File: src/hdl/jzpl_pkg.sv
package jzpl_pkg;

  localparam logic FUNC_DATA = 1'b0;
  localparam logic FUNC_END  = 1'b1;

  localparam logic KIND_NAME   = 1'b0;
  localparam logic KIND_STATUS = 1'b1;

  localparam logic [1:0] STATUS_NOT_JPEG = 2'd0;
  localparam logic [1:0] STATUS_PLAIN    = 2'd1;
  localparam logic [1:0] STATUS_ARCHIVE  = 2'd2;

  localparam logic [7:0] MARK_PREFIX = 8'hFF;
  localparam logic [7:0] MARK_SOI    = 8'hD8;
  localparam logic [7:0] MARK_EOI    = 8'hD9;

  localparam logic [7:0] SIG_BYTE [4] = '{8'h50, 8'h4B, 8'h03, 8'h04};

  localparam logic [9:0]  NAME_LIMIT_RESET = 10'd512;
  localparam logic [15:0] COUNT_MAX        = 16'hFFFF;
  localparam logic [4:0]  HDR_LAST         = 5'd25;

  typedef struct packed {
    logic       func;
    logic [7:0] data_byte;
  } in_item_t;

  typedef struct packed {
    logic        kind;
    logic [7:0]  name_byte;
    logic        name_last;
    logic [1:0]  status;
    logic [15:0] entry_count;
  } out_item_t;

  typedef struct packed {
    logic       is_end;
    logic [7:0] data_byte;
    logic       is_prefix;
    logic       is_soi;
    logic       is_eoi;
    logic [3:0] sig_eq;
  } cls_item_t;

endpackage

File: src/hdl/jzpl_fifo.sv
module jzpl_fifo #(
  parameter int unsigned WIDTH = 8,
  parameter int unsigned DEPTH = 4
) (
  input  logic             clk_i,
  input  logic             rst_ni,
  input  logic             push_i,
  input  logic [WIDTH-1:0] data_i,
  output logic             full_o,
  input  logic             pop_i,
  output logic [WIDTH-1:0] data_o,
  output logic             empty_o
);

  localparam int unsigned PW = (DEPTH > 1) ? $clog2(DEPTH) : 1;
  localparam int unsigned CW = $clog2(DEPTH + 1);

  logic [WIDTH-1:0] mem_q [DEPTH];
  logic [PW-1:0]    wr_ptr_q, wr_ptr_d;
  logic [PW-1:0]    rd_ptr_q, rd_ptr_d;
  logic [CW-1:0]    count_q, count_d;
  logic             do_push, do_pop;

  assign full_o  = (count_q == CW'(DEPTH));
  assign empty_o = (count_q == '0);
  assign do_push = push_i && !full_o;
  assign do_pop  = pop_i && !empty_o;
  assign data_o  = mem_q[rd_ptr_q];

  always_comb begin
    wr_ptr_d = wr_ptr_q;
    rd_ptr_d = rd_ptr_q;
    count_d  = count_q;
    if (do_push) begin
      wr_ptr_d = (wr_ptr_q == PW'(DEPTH - 1)) ? '0 : wr_ptr_q + 1'b1;
    end
    if (do_pop) begin
      rd_ptr_d = (rd_ptr_q == PW'(DEPTH - 1)) ? '0 : rd_ptr_q + 1'b1;
    end
    case ({do_push, do_pop})
      2'b10:   count_d = count_q + 1'b1;
      2'b01:   count_d = count_q - 1'b1;
      default: count_d = count_q;
    endcase
  end

  always_ff @(posedge clk_i or negedge rst_ni) begin
    if (!rst_ni) begin
      wr_ptr_q <= '0;
      rd_ptr_q <= '0;
      count_q  <= '0;
    end else begin
      wr_ptr_q <= wr_ptr_d;
      rd_ptr_q <= rd_ptr_d;
      count_q  <= count_d;
    end
  end

  always_ff @(posedge clk_i) begin
    if (do_push) begin
      mem_q[wr_ptr_q] <= data_i;
    end
  end

endmodule

File: src/hdl/jzpl_front.sv
module jzpl_front (
  input  logic                push_i,
  input  jzpl_pkg::in_item_t  item_i,
  input  logic                queue_full_i,
  output logic                queue_push_o,
  output jzpl_pkg::cls_item_t cls_o
);

  assign queue_push_o = push_i && !queue_full_i;

  always_comb begin
    cls_o.is_end    = (item_i.func == jzpl_pkg::FUNC_END);
    cls_o.data_byte = item_i.data_byte;
    cls_o.is_prefix = (item_i.data_byte == jzpl_pkg::MARK_PREFIX);
    cls_o.is_soi    = (item_i.data_byte == jzpl_pkg::MARK_SOI);
    cls_o.is_eoi    = (item_i.data_byte == jzpl_pkg::MARK_EOI);
    for (int i = 0; i < 4; i++) begin
      cls_o.sig_eq[i] = (item_i.data_byte == jzpl_pkg::SIG_BYTE[i]);
    end
  end

endmodule

File: src/hdl/jzpl_back.sv
module jzpl_back #(
  parameter int unsigned MAX_NAME = 512
) (
  input  logic                clk_i,
  input  logic                rst_ni,
  input  logic                cfg_valid_i,
  input  logic [9:0]          cfg_data_i,
  input  logic                item_valid_i,
  input  jzpl_pkg::cls_item_t item_i,
  output logic                item_take_o,
  input  logic                res_full_i,
  output logic                res_valid_o,
  output jzpl_pkg::out_item_t res_o
);

  localparam int unsigned LW = $clog2(MAX_NAME + 1);

  typedef enum logic [3:0] {
    PH_SOI0,
    PH_SOI1,
    PH_EOI,
    PH_SIG,
    PH_HDR,
    PH_NAME,
    PH_SKIP,
    PH_DONE,
    PH_BAD
  } phase_e;

  phase_e      phase_q, phase_d;
  logic [9:0]  name_limit_q;
  logic [1:0]  match_q, match_d;
  logic [4:0]  hdr_idx_q, hdr_idx_d;
  logic [31:0] packed_size_q, packed_size_d;
  logic [15:0] name_length_q, name_length_d;
  logic [15:0] extra_length_q, extra_length_d;
  logic [LW-1:0] name_idx_q, name_idx_d;
  logic [32:0] skip_left_q, skip_left_d;
  logic [15:0] count_q, count_d;

  logic [LW-1:0] lim, emit, idx_inc, sel_idx;
  logic          over;
  logic [15:0]   rest;
  logic [32:0]   skip_sum;
  logic          skip_done;
  logic          take;

  assign take        = item_valid_i && !res_full_i;
  assign item_take_o = take;

  always_comb begin
    if (name_limit_q == '0) begin
      lim = LW'(1);
    end else if (32'(name_limit_q) > MAX_NAME) begin
      lim = LW'(MAX_NAME);
    end else begin
      lim = LW'(name_limit_q);
    end
    emit     = (name_length_q < 16'(lim)) ? LW'(name_length_q) : lim;
    over     = (name_idx_q >= emit);
    idx_inc  = name_idx_q + 1'b1;
    sel_idx  = over ? name_idx_q : idx_inc;
    rest     = (name_length_q > 16'(sel_idx)) ? name_length_q - 16'(sel_idx) : '0;
    skip_sum = 33'(rest) + 33'(packed_size_q) + 33'(extra_length_q) + (over ? '1 : '0);
    skip_done = over ? (skip_sum == '0 || skip_sum == '1) : (skip_sum == '0);
  end

  always_comb begin
    phase_d        = phase_q;
    match_d        = match_q;
    hdr_idx_d      = hdr_idx_q;
    packed_size_d  = packed_size_q;
    name_length_d  = name_length_q;
    extra_length_d = extra_length_q;
    name_idx_d     = name_idx_q;
    skip_left_d    = skip_left_q;
    count_d        = count_q;
    res_valid_o    = 1'b0;
    res_o          = '0;

    if (take) begin
      if (item_i.is_end) begin
        res_valid_o       = 1'b1;
        res_o.kind        = jzpl_pkg::KIND_STATUS;
        res_o.entry_count = count_q;
        if (phase_q == PH_SOI0 || phase_q == PH_SOI1 || phase_q == PH_EOI ||
            phase_q == PH_BAD) begin
          res_o.status = jzpl_pkg::STATUS_NOT_JPEG;
        end else if (count_q != '0) begin
          res_o.status = jzpl_pkg::STATUS_ARCHIVE;
        end else begin
          res_o.status = jzpl_pkg::STATUS_PLAIN;
        end
        phase_d        = PH_SOI0;
        match_d        = '0;
        hdr_idx_d      = '0;
        packed_size_d  = '0;
        name_length_d  = '0;
        extra_length_d = '0;
        name_idx_d     = '0;
        skip_left_d    = '0;
        count_d        = '0;
      end else begin
        unique case (phase_q)
          PH_SOI0: begin
            phase_d = item_i.is_prefix ? PH_SOI1 : PH_BAD;
          end
          PH_SOI1: begin
            if (item_i.is_soi) begin
              phase_d = PH_EOI;
              match_d = '0;
            end else begin
              phase_d = PH_BAD;
            end
          end
          PH_EOI: begin
            if (match_q == 2'd1 && item_i.is_eoi) begin
              phase_d = PH_SIG;
              match_d = '0;
            end else begin
              match_d = item_i.is_prefix ? 2'd1 : 2'd0;
            end
          end
          PH_SIG: begin
            if (item_i.sig_eq[match_q]) begin
              if (match_q == 2'd3) begin
                match_d        = '0;
                hdr_idx_d      = '0;
                packed_size_d  = '0;
                name_length_d  = '0;
                extra_length_d = '0;
                phase_d        = PH_HDR;
              end else begin
                match_d = match_q + 1'b1;
              end
            end else begin
              match_d = item_i.sig_eq[0] ? 2'd1 : 2'd0;
            end
          end
          PH_HDR: begin
            case (hdr_idx_q)
              5'd14:   packed_size_d[7:0]    = item_i.data_byte;
              5'd15:   packed_size_d[15:8]   = item_i.data_byte;
              5'd16:   packed_size_d[23:16]  = item_i.data_byte;
              5'd17:   packed_size_d[31:24]  = item_i.data_byte;
              5'd22:   name_length_d[7:0]    = item_i.data_byte;
              5'd23:   name_length_d[15:8]   = item_i.data_byte;
              5'd24:   extra_length_d[7:0]   = item_i.data_byte;
              5'd25:   extra_length_d[15:8]  = item_i.data_byte;
              default: packed_size_d         = packed_size_q;
            endcase
            if (hdr_idx_q == jzpl_pkg::HDR_LAST) begin
              hdr_idx_d  = '0;
              name_idx_d = '0;
              phase_d    = (name_length_d == '0) ? PH_DONE : PH_NAME;
            end else begin
              hdr_idx_d = hdr_idx_q + 1'b1;
            end
          end
          PH_NAME: begin
            if (over) begin
              match_d     = '0;
              skip_left_d = skip_sum;
              phase_d     = skip_done ? PH_SIG : PH_SKIP;
            end else begin
              if (name_idx_q == '0 && count_q != jzpl_pkg::COUNT_MAX) begin
                count_d = count_q + 1'b1;
              end
              name_idx_d      = idx_inc;
              res_valid_o     = 1'b1;
              res_o.kind      = jzpl_pkg::KIND_NAME;
              res_o.name_byte = item_i.data_byte;
              res_o.name_last = (idx_inc == emit);
              if (idx_inc == emit) begin
                match_d     = '0;
                skip_left_d = skip_sum;
                phase_d     = skip_done ? PH_SIG : PH_SKIP;
              end
            end
          end
          PH_SKIP: begin
            if (skip_left_q == 33'd1) begin
              skip_left_d = '0;
              phase_d     = PH_SIG;
              match_d     = '0;
            end else begin
              skip_left_d = skip_left_q - 1'b1;
            end
          end
          PH_DONE, PH_BAD: begin
            phase_d = phase_q;
          end
          default: begin
            phase_d = PH_BAD;
          end
        endcase
      end
    end
  end

  always_ff @(posedge clk_i or negedge rst_ni) begin
    if (!rst_ni) begin
      phase_q        <= PH_SOI0;
      name_limit_q   <= jzpl_pkg::NAME_LIMIT_RESET;
      match_q        <= '0;
      hdr_idx_q      <= '0;
      packed_size_q  <= '0;
      name_length_q  <= '0;
      extra_length_q <= '0;
      name_idx_q     <= '0;
      skip_left_q    <= '0;
      count_q        <= '0;
    end else begin
      phase_q        <= phase_d;
      if (cfg_valid_i) begin
        name_limit_q <= cfg_data_i;
      end
      match_q        <= match_d;
      hdr_idx_q      <= hdr_idx_d;
      packed_size_q  <= packed_size_d;
      name_length_q  <= name_length_d;
      extra_length_q <= extra_length_d;
      name_idx_q     <= name_idx_d;
      skip_left_q    <= skip_left_d;
      count_q        <= count_d;
    end
  end

endmodule

File: src/hdl/jpeg_zip_polyglot_lister.sv
// channel   direction  handshake                 payload
// input     in         push / full               in_i   (func, data_byte)
// result    out        pop / empty               out_o  (kind, name_byte, name_last,
//                                                        status, entry_count)
// config    in         cfg_valid_i / cfg_ready_o cfg_data_i (name_limit)
//
// One byte or end item per cycle sustained while full is low; a result reaches
// out_o through the classify queue and then the result queue, both registered.
// Reset clears both queues, the parse state and sets name_limit to 512.
// full rises only when the result side stalls long enough to back up both queues.
// cfg_ready_o is always high; each transfer on it takes effect in the next cycle.
module jpeg_zip_polyglot_lister #(
  parameter int unsigned MAX_NAME    = 512,
  parameter int unsigned QUEUE_DEPTH = 4
) (
  input  logic                clk_i,
  input  logic                rst_ni,
  input  logic                push,
  output logic                full,
  input  jzpl_pkg::in_item_t  in_i,
  output logic                empty,
  input  logic                pop,
  output jzpl_pkg::out_item_t out_o,
  input  logic                cfg_valid_i,
  output logic                cfg_ready_o,
  input  logic [9:0]          cfg_data_i
);

  jzpl_pkg::cls_item_t cls_in, cls_out;
  jzpl_pkg::out_item_t res;
  logic                cls_push, cls_empty, cls_take;
  logic                res_valid, res_full;

  assign cfg_ready_o = 1'b1;

  jzpl_front u_front (
    .push_i       (push),
    .item_i       (in_i),
    .queue_full_i (full),
    .queue_push_o (cls_push),
    .cls_o        (cls_in)
  );

  jzpl_fifo #(
    .WIDTH ($bits(jzpl_pkg::cls_item_t)),
    .DEPTH (QUEUE_DEPTH)
  ) u_cls_queue (
    .clk_i   (clk_i),
    .rst_ni  (rst_ni),
    .push_i  (cls_push),
    .data_i  (cls_in),
    .full_o  (full),
    .pop_i   (cls_take),
    .data_o  (cls_out),
    .empty_o (cls_empty)
  );

  jzpl_back #(
    .MAX_NAME (MAX_NAME)
  ) u_back (
    .clk_i        (clk_i),
    .rst_ni       (rst_ni),
    .cfg_valid_i  (cfg_valid_i),
    .cfg_data_i   (cfg_data_i),
    .item_valid_i (!cls_empty),
    .item_i       (cls_out),
    .item_take_o  (cls_take),
    .res_full_i   (res_full),
    .res_valid_o  (res_valid),
    .res_o        (res)
  );

  jzpl_fifo #(
    .WIDTH ($bits(jzpl_pkg::out_item_t)),
    .DEPTH (QUEUE_DEPTH)
  ) u_res_queue (
    .clk_i   (clk_i),
    .rst_ni  (rst_ni),
    .push_i  (res_valid),
    .data_i  (res),
    .full_o  (res_full),
    .pop_i   (pop),
    .data_o  (out_o),
    .empty_o (empty)
  );

endmodule

File: config.mk
export PLATFORM = sky130hd
export DESIGN_NAME = jpeg_zip_polyglot_lister
export DESIGN_NICKNAME = d
export VERILOG_FILES = /design/src/hdl/jzpl_pkg.sv /design/src/hdl/jzpl_fifo.sv /design/src/hdl/jzpl_front.sv /design/src/hdl/jzpl_back.sv /design/src/hdl/jpeg_zip_polyglot_lister.sv
export SDC_FILE = /design/constraint.sdc
export NUM_CORES = 1
export LEC_CHECK = 0
export ABC_AREA = 1
export BUFFER_PORTS_ARGS = -buffer_cell sky130_fd_sc_hd__buf_2
export CORE_MARGIN = 1
export CORE_UTILIZATION = 40
export CTS_CLUSTER_SIZE = 40
export DETAILED_ROUTE_END_ITERATION = 7
export HOLD_SLACK_MARGIN = 0.08
export PLACE_DENSITY = 0.6
export SLEW_MARGIN = 20
export SYNTH_ARGS = -nofsm -noshare
export SYNTH_HDL_FRONTEND = slang
export SYNTH_HIERARCHICAL = 1
export SYNTH_SLANG_ARGS = --single-unit
File: constraint.sdc
create_clock -name clk_i -period 9.6 [get_ports clk_i]
set_input_delay 1.92 -clock clk_i [delete_from_list [all_inputs] [get_ports clk_i]]
set_output_delay 1.92 -clock clk_i [all_outputs]
set_load 0.01 [all_outputs]
# Word-level counts from Yosys, hierarchy flattened
# Memory sizes are Yosys's and may differ from the RTL's.
# Index checks and enable logic that the tools add are counted.
[word_totals] register_bits=158 out_inout_bits=31 in_bits=24 elab_cells=238 mem_bits_rw=176 n_memories=2
[mem_list] memory="u_res_queue.mem_q" depth=4 word_bits=28 rd=1 rd_ports_with_merged_regs=0 wr=1 line="jzpl_fifo.sv:18" text="logic [WIDTH-1:0] mem_q [DEPTH];"
[mem_list] memory="u_cls_queue.mem_q" depth=4 word_bits=16 rd=1 rd_ports_with_merged_regs=0 wr=1 line="jzpl_fifo.sv:18"
[op_classes] n_addsub=17 n_reduce_logical=45 eq_ne=53 n_lt_le_gt_ge=5 n_mux=96
[ops] cell="33-bit 2-to-1 mux" count=5
[ops] cell="16-bit 2-to-1 mux" count=9
[ops] cell="8-bit 2-to-1 mux" count=14
[ops] cell="32-bit 2-to-1 mux" count=3
[ops] cell="10-bit 2-to-1 mux" count=7
[ops] cell="33-bit one-hot mux with 2 select lines" count=1
[ops] cell="16-bit one-hot mux with 2 select lines" count=2
[ops] cell="32-bit one-hot mux with 2 select lines" count=1
[ops] cell="4-bit 2-to-1 mux" count=10
[ops] cell="5-bit AND reduction" count=7
[ops] cell="16-bit by 32-bit adder with 33-bit output" count=1
[ops] cell="33-bit by 16-bit adder with 33-bit output" count=1
[ops] cell="33-bit adder" count=1
[ops] cell="33-bit by 1-bit == test with 1-bit output (second input constant)" count=1
[ops] cell="33-bit == test (second input constant)" count=1
[ops] cell="33-bit zero test" count=1
[ops] cell="33-bit by 1-bit subtractor with 33-bit output (second input constant)" count=1
[ops] cell="4-bit one-hot mux with 8 select lines" count=1
[ops] cell="5-bit == test (second input constant)" count=6
[ops] cell="2-bit 2-to-1 mux" count=15
[ops] cell="28-bit 2-to-1 mux" count=1
[ops] cell="8-bit == test (second input constant)" count=3
[ops] cell="3-bit != test (second input constant)" count=7
[ops] cell="10-bit zero test" count=2
[ops] cell="other kinds (52)" count=115

# Depth between registers and ports, before layout
[depth] depth_word=20 ltp_mapped=70 depth_no_buf=68

# Cells and area by module
# Netlist, hierarchy kept.
[modules_own_cells] mod="jzpl_back" instances=1 area_each_um2=13726.9 seq_area_each_um2=3604.7 cells_each=2102
[modules_own_cells] mod="jzpl_fifo (u_res_queue)" instances=1 area_each_um2=5078.6 seq_area_each_um2=3538.4 cells_each=387
[modules_own_cells] mod="jzpl_fifo (u_cls_queue)" instances=1 area_each_um2=3243.1 seq_area_each_um2=2097.0 cells_each=247
[modules_own_cells] mod="jzpl_front" instances=1 area_each_um2=232.7 seq_area_each_um2=0.0 cells_each=51
[modules_own_cells] mod="jpeg_zip_polyglot_lister" instances=1 area_each_um2=15.0 seq_area_each_um2=0.0 cells_each=3

# Worst setup path after synthesis
# OpenSTA, ideal clock, no wires.
[synth_timing] kind="reg-to-reg" from="reg u_back.name_limit_q[9]" to="reg u_back.phase_q[2]" path_slack_ns=0.853 path_stages_with_launch=57 t_required_ns=9.483 setup_time_ns=0.117 synth_period_minus_slack_ns=8.747 path_buffers=3 arrival_ns=8.631 path_cell_list="dfstp_2 > inv_1 > a21oi_1 > nor2_1 > inv_1 > ha_1 > a21oi_1 > nor2_1 > a211oi_1 > nand2_2 > nand2_4 > nand2_2 > buf_6 > nand2_1 > nand2_1 > ha_1 > a21oi_1 > o21a_1 > (+21 left out) > ha_1 > nand2_1 > inv_1 > a21oi_1 > nor2_1 > o21ai_0 > nand3_1 > nand2_1 > nand2_1 > nor2_1 > nand2_1 > nor2_1 > and2_1 > nand4_1 > nand3_1 > a21oi_1 > nand3_1 > nand2_1"
[synth_via] elab_chain_cells=20 word_cells_on_any_way=27 classes_between="add/sub: 4; order compare: 4; eq/ne: 3; mux: 12; reduce/logical: 4"
[synth_lines] element="start: declaration" line="jzpl_back.sv:31" text="logic [9:0] name_limit_q;"
[synth_lines] element="start signal: assignment" line="jzpl_back.sv:204" text="name_limit_q <= jzpl_pkg::NAME_LIMIT_RESET;"
[synth_lines] element="start signal: assignment" line="jzpl_back.sv:216" text="name_limit_q <= cfg_data_i;"
[synth_lines] element="10-bit greater-than comparator" line="jzpl_back.sv:54" text="end else if (32'(name_limit_q) > MAX_NAME) begin"
[synth_lines] element="10-bit 2-to-1 mux" line="jzpl_back.sv:54"
[synth_lines] element="10-bit 2-to-1 mux (*)" line="jzpl_back.sv:52" text="if (name_limit_q == '0) begin"
[synth_lines] element="16-bit by 10-bit < comparator with 1-bit output" line="jzpl_back.sv:59" text="emit = (name_length_q < 16'(lim)) ? LW'(name_length_q) : lim;"
[synth_lines] element="10-bit 2-to-1 mux (*)" line="jzpl_back.sv:59"
[synth_lines] element="10-bit greater-or-equal comparator" line="jzpl_back.sv:60" text="over = (name_idx_q >= emit);"
[synth_lines] element="10-bit 2-to-1 mux" line="jzpl_back.sv:62" text="sel_idx = over ? name_idx_q : idx_inc;"
[synth_lines] element="16-bit by 10-bit subtractor with 16-bit output / 16-bit by 10-bit greater-than comparator with 1-bit output (equally long branches)" line="jzpl_back.sv:63" text="rest = (name_length_q > 16'(sel_idx)) ? name_length_q - 16'(sel_idx) : '0;"
[synth_lines] element="(+4 left out)"
[synth_lines] element="33-bit == test / 33-bit zero test (equally long branches)" line="jzpl_back.sv:65" text="skip_done = over ? (skip_sum == '0 || skip_sum == '1) : (skip_sum == '0);"
[synth_lines] element="1-bit logical OR" line="jzpl_back.sv:65"
[synth_lines] element="1-bit 2-to-1 mux" line="jzpl_back.sv:65"
[synth_lines] element="3-bit 2-to-1 mux" line="jzpl_back.sv:164, jzpl_back.sv:177"
[synth_lines] element="4-bit 2-to-1 mux" line="jzpl_back.sv:174" text="if (idx_inc == emit) begin"
[synth_lines] element="4-bit 2-to-1 mux" line="jzpl_back.sv:161" text="if (over) begin"
[synth_lines] element="4-bit one-hot mux with 8 select lines" line="jzpl_back.sv:104" text="unique case (phase_q)"
[synth_lines] element="4-bit 2-to-1 mux" line="jzpl_back.sv:82" text="if (item_i.is_end) begin"
[synth_lines] element="end signal: assignment" line="jzpl_back.sv:214" text="phase_q <= phase_d;"
[synth_lines] element="end: declaration" line="jzpl_back.sv:30" text="phase_e phase_q, phase_d;"
# Every way passes the cells marked *; elsewhere a longest branch is shown, timed or not. The select of a mux whose other input is x is not followed.
# A chain may end at the register's enable or synchronous reset.

# Final worst setup path
[layout_timing] from="reg u_back.name_limit_q[9]" to="reg u_back.phase_q[0]"
# Same word-level chain as after synthesis.

==> impl_metrics.tcl <==
set metrics [dict create \
    drtAntennaViolNets 0 \
    antenna_found_initial 1 \
    finalCriticalPeriod_ns 8.75 \
    slew_violations 0 \
    fmax_mhz 114 \
    tritoncts "done" \
    core_um2 55100 \
    cp_data_arrival_time_ns 9.26 \
    clock-root-buffer "clkbuf_16" \
    clk_pin_slew_ns 0.06 \
    leakagePower_uw 0.0117 \
    clock-sinks 334 \
    cpMostUsedCell "nand2_1" \
    critPathSlowestCell "dfstp_2" \
    drc 0 \
    cap_violations 0 \
    htreeDepth 2 \
    r2r_cells 58 \
    synth_common_cells "749 x nand2_1, 455 x inv_1, 252 x nor2_1" \
    multi_input_area_um2 10900 \
    synth.area.top_cells "edfxtp_1 24%, dfrtp_1 18%, nand2_1 13%, inv_1 7.7%, ha_1 6.6%" \
    die-area_um2 56700 \
    syn_to_final_growth_pct 10.0 \
    avgSynthCellArea_um2 7.99 \
    worstPathRequired_ns 10.10 \
    seq_power_share_pct 21.8 \
    fp.dieH_um 238 \
    clock_skew_ns 0.0126 \
    grt.total_usage_pct 20.9 \
    seq_area_um2 9250 \
    io_buffer_count 53 \
    holdPathStages 2 \
    place_congestion 0.951 \
    dp.final_hpwl_um 43300 \
    die_w_um 238 \
    grt_max_degree 107 \
    power.density_nw_per_um2 370 \
    final_cell_area_um2 24500 \
    setup.worst_path.start_class "flip-flop" \
    rsz0062_at_grt "true" \
    switching_share_pct 51.2 \
    grt_pass1_vias 17400 \
    critPathCaptureType "flip-flop" \
    numCtsBuffers 39 \
    row_count 86 \
    power_uw 9070 \
    drive_gt1_share_pct 10.3 \
    power.share.clock_pct 16.8 \
    yosys_warnings 6 \
    finalSetupViolCount 0 \
    setup_ws_ns 0.847 \
    synth_flop_cell "edfxtp_1" \
    ys_types 58 \
    vias 18000 \
    routed_wl_um 58200 \
    vdd_drop_max_uv 239 \
    cts_hold_buf 0 \
    placed_area_um2 23100 \
    synthArstFlopShare_pct 47.3 \
    syn_area_um2 22300 \
    synth-seq-area-share_pct 41.4 \
    slowest_delay_ns 0.55 \
    firstDrtPassIters 5 \
    worst-path-max-fanout 14 \
    ys_ff_latch 334 \
    yosysTopAreaCell "edfxtp_1" \
    max_slew_margin_pct 31.1 \
    synth-edff-count 176 \
    grt_remaining_overflow 0 \
    wl_per_cell_um 16.2 \
    hp-class "flip-flop to flip-flop" \
    yosysMostFrequentCell "nand2_1" \
    path_class "flip-flop to flip-flop" \
    fillCellCount 5484 \
    fin_nets 2994 \
    min_period_over_period_pct 91.2 \
    clock_path_buffers 3 \
    netSwitchingPower_uw 4650 \
    start_util_pct 40.5 \
    initialDrtViolationCount 1332 \
    p_int_uw 4420 \
    clk_latency_ns 0.56 \
    yosys.area.top_type_share_pct 23.7 \
    finalHoldViolCount 0 \
    synth_nets 2966 \
    io_pins 55 \
    syn_inst 2790 \
    worst_pin_slew_ns 1.03 \
    viasPerCell 5.01 \
    fin_util_pct 44.5 \
    grt_pass1_wl_um 94000 \
    combPwrFrac_pct 61.4 \
    dp_slack_ns 0.299 \
    status "finished, final reports clean" \
]
[layer usage]
layer	global-route usage [%]	up-vias	part of all wire, %
met5	0	-	0
met4	5.28	0	2.0
met1	28.3	8458	47
met3	2.44	75	4.2
met2	35.4	382	47
li1	-	9086	-
[flip-flops by register name, indices dropped and copies added, names as in the netlist, 3 cells and up]
name	count
u_back/name_idx_q	10
u_back/name_length_q	16
u_back/packed_size_q	32
u_cls_queue/mem_q	64
u_back/phase_q	4
u_cls_queue/count_q	3
u_back/hdr_idx_q	5
u_back/skip_left_q	33
u_back/count_q	16
u_back/name_limit_q	10
u_back/extra_length_q	16
u_res_queue/count_q	3
u_res_queue/mem_q	112
[cell usage in the layout (no fill, tap or decap), types with 4 or more instances in the layout]
master     instances
nand2_1          747
inv_1            454
nor2_1           241
edfxtp_1         176
nand3_1          168
dfrtp_1          155
o21ai_0          138
ha_1             115
a21oi_1           88
o211ai_2          54
buf_2             52
clkbuf_16         39
o211ai_1          37
nand2_2           36
fa_1              35
nor3_1            32
nand4_1           32
xor2_1            23
xnor2_1           22
nor2_2            19
buf_4             17
nor4_1            12
o22ai_1           12
inv_2             11
clkbuf_1           9
nand3b_1           9
or2_2              9
clkinv_1           6
o21bai_1           6
clkinv_2           5
bufinv_16          5
and2_1             5
a31oi_1            5
a211oi_1           5
clkbuf_8           4
nand3_2            4
a21oi_2            4
o21ai_1            4
[area by class of cell]
class / count / area share, %
inverters: 469 / 7.20
clock inverters: 18 / 1.06
diodes: 1 / 0.0102
well taps: 748 / 3.81
flip-flops and latches: 334 / 37.7
clock buffers: 52 / 4.34
multi-input cells: 1903 / 44.2
repair buffers: 71 / 1.67
[cell families (layout without fill, tap and decap cells)]
group / Yosys count / in the layout / synth area share [%]
mux: 1 / 1 / 0.0505
simple gates: 1331 / 1331 / 25.3
compound gates: 370 / 370 / 11.1
xor+xnor: 48 / 48 / 1.89
fa+ha+maj: 152 / 152 / 9.71
flops: 334 / 334 / 41.4
other cells: 1 / 2 / 0.0168
buf+inv: 553 / 610 / 10.5
[power by group through the flow]
stage / sequential [uW] / combinational (uW) / clock, uW
6_report: 1980 / 5570 / 1520
4_1_cts: 1980 / 5450 / 1560
3_3_place_gp: 1990 / 5380 / 0
5_1_grt: 2010 / 6260 / 1620
3_5_place_dp: 2000 / 5430 / 0
2_1_floorplan: 1930 / 4030 / 0
[path summary, 6_finish.rpt]
check | startpoint | end | slack [ns]
worst max register to register | u_back/name_limit_q[9] | u_back/phase_q[0] | 0.85
max in group asynchronous | rst_ni | u_cls_queue/rd_ptr_q[0] | 6.59
worst min-delay path | u_back/extra_length_q[1] | u_back/extra_length_q[1] | 0.49
worst min register to register | u_back/extra_length_q[1] | u_back/extra_length_q[1] | 0.49
min in group asynchronous | rst_ni | u_back/skip_left_q[22] | 1.49
worst max-delay path | u_back/name_limit_q[9] | u_back/phase_q[0] | 0.85
[worst max-delay path, delay by kind of cell, from the launching register on]
family | cells | cell delay (ns)
and+or+nand+nor | 30 | 3.00
adders and majority gates | 7 | 2.21
AOI/OAI and AO/OA | 12 | 1.75
buffers and inverters | 7 | 0.62
xor gates and xnor gates | 2 | 0.57
DFF | 1 | 0.55
[timing repair]
item,4_1_cts,5_1_grt
hold endpoints to repair,0,0
buffers inserted,0,1
endpoints found under the setup margin,0,16
gates resized for setup,0,31
[metrics by stage]
stage               std cells  setup TNS (ns)  hold slack [ns]
floorplan                2790               0            0.453
global placement         3524               0            0.466
detailed placement       3524               0            0.474
CTS                      3594               0            0.487
global route             3596         -0.0313            0.509
finish                   3596               0            0.487
No activity file was read; power rests on OpenSTA's default activity.
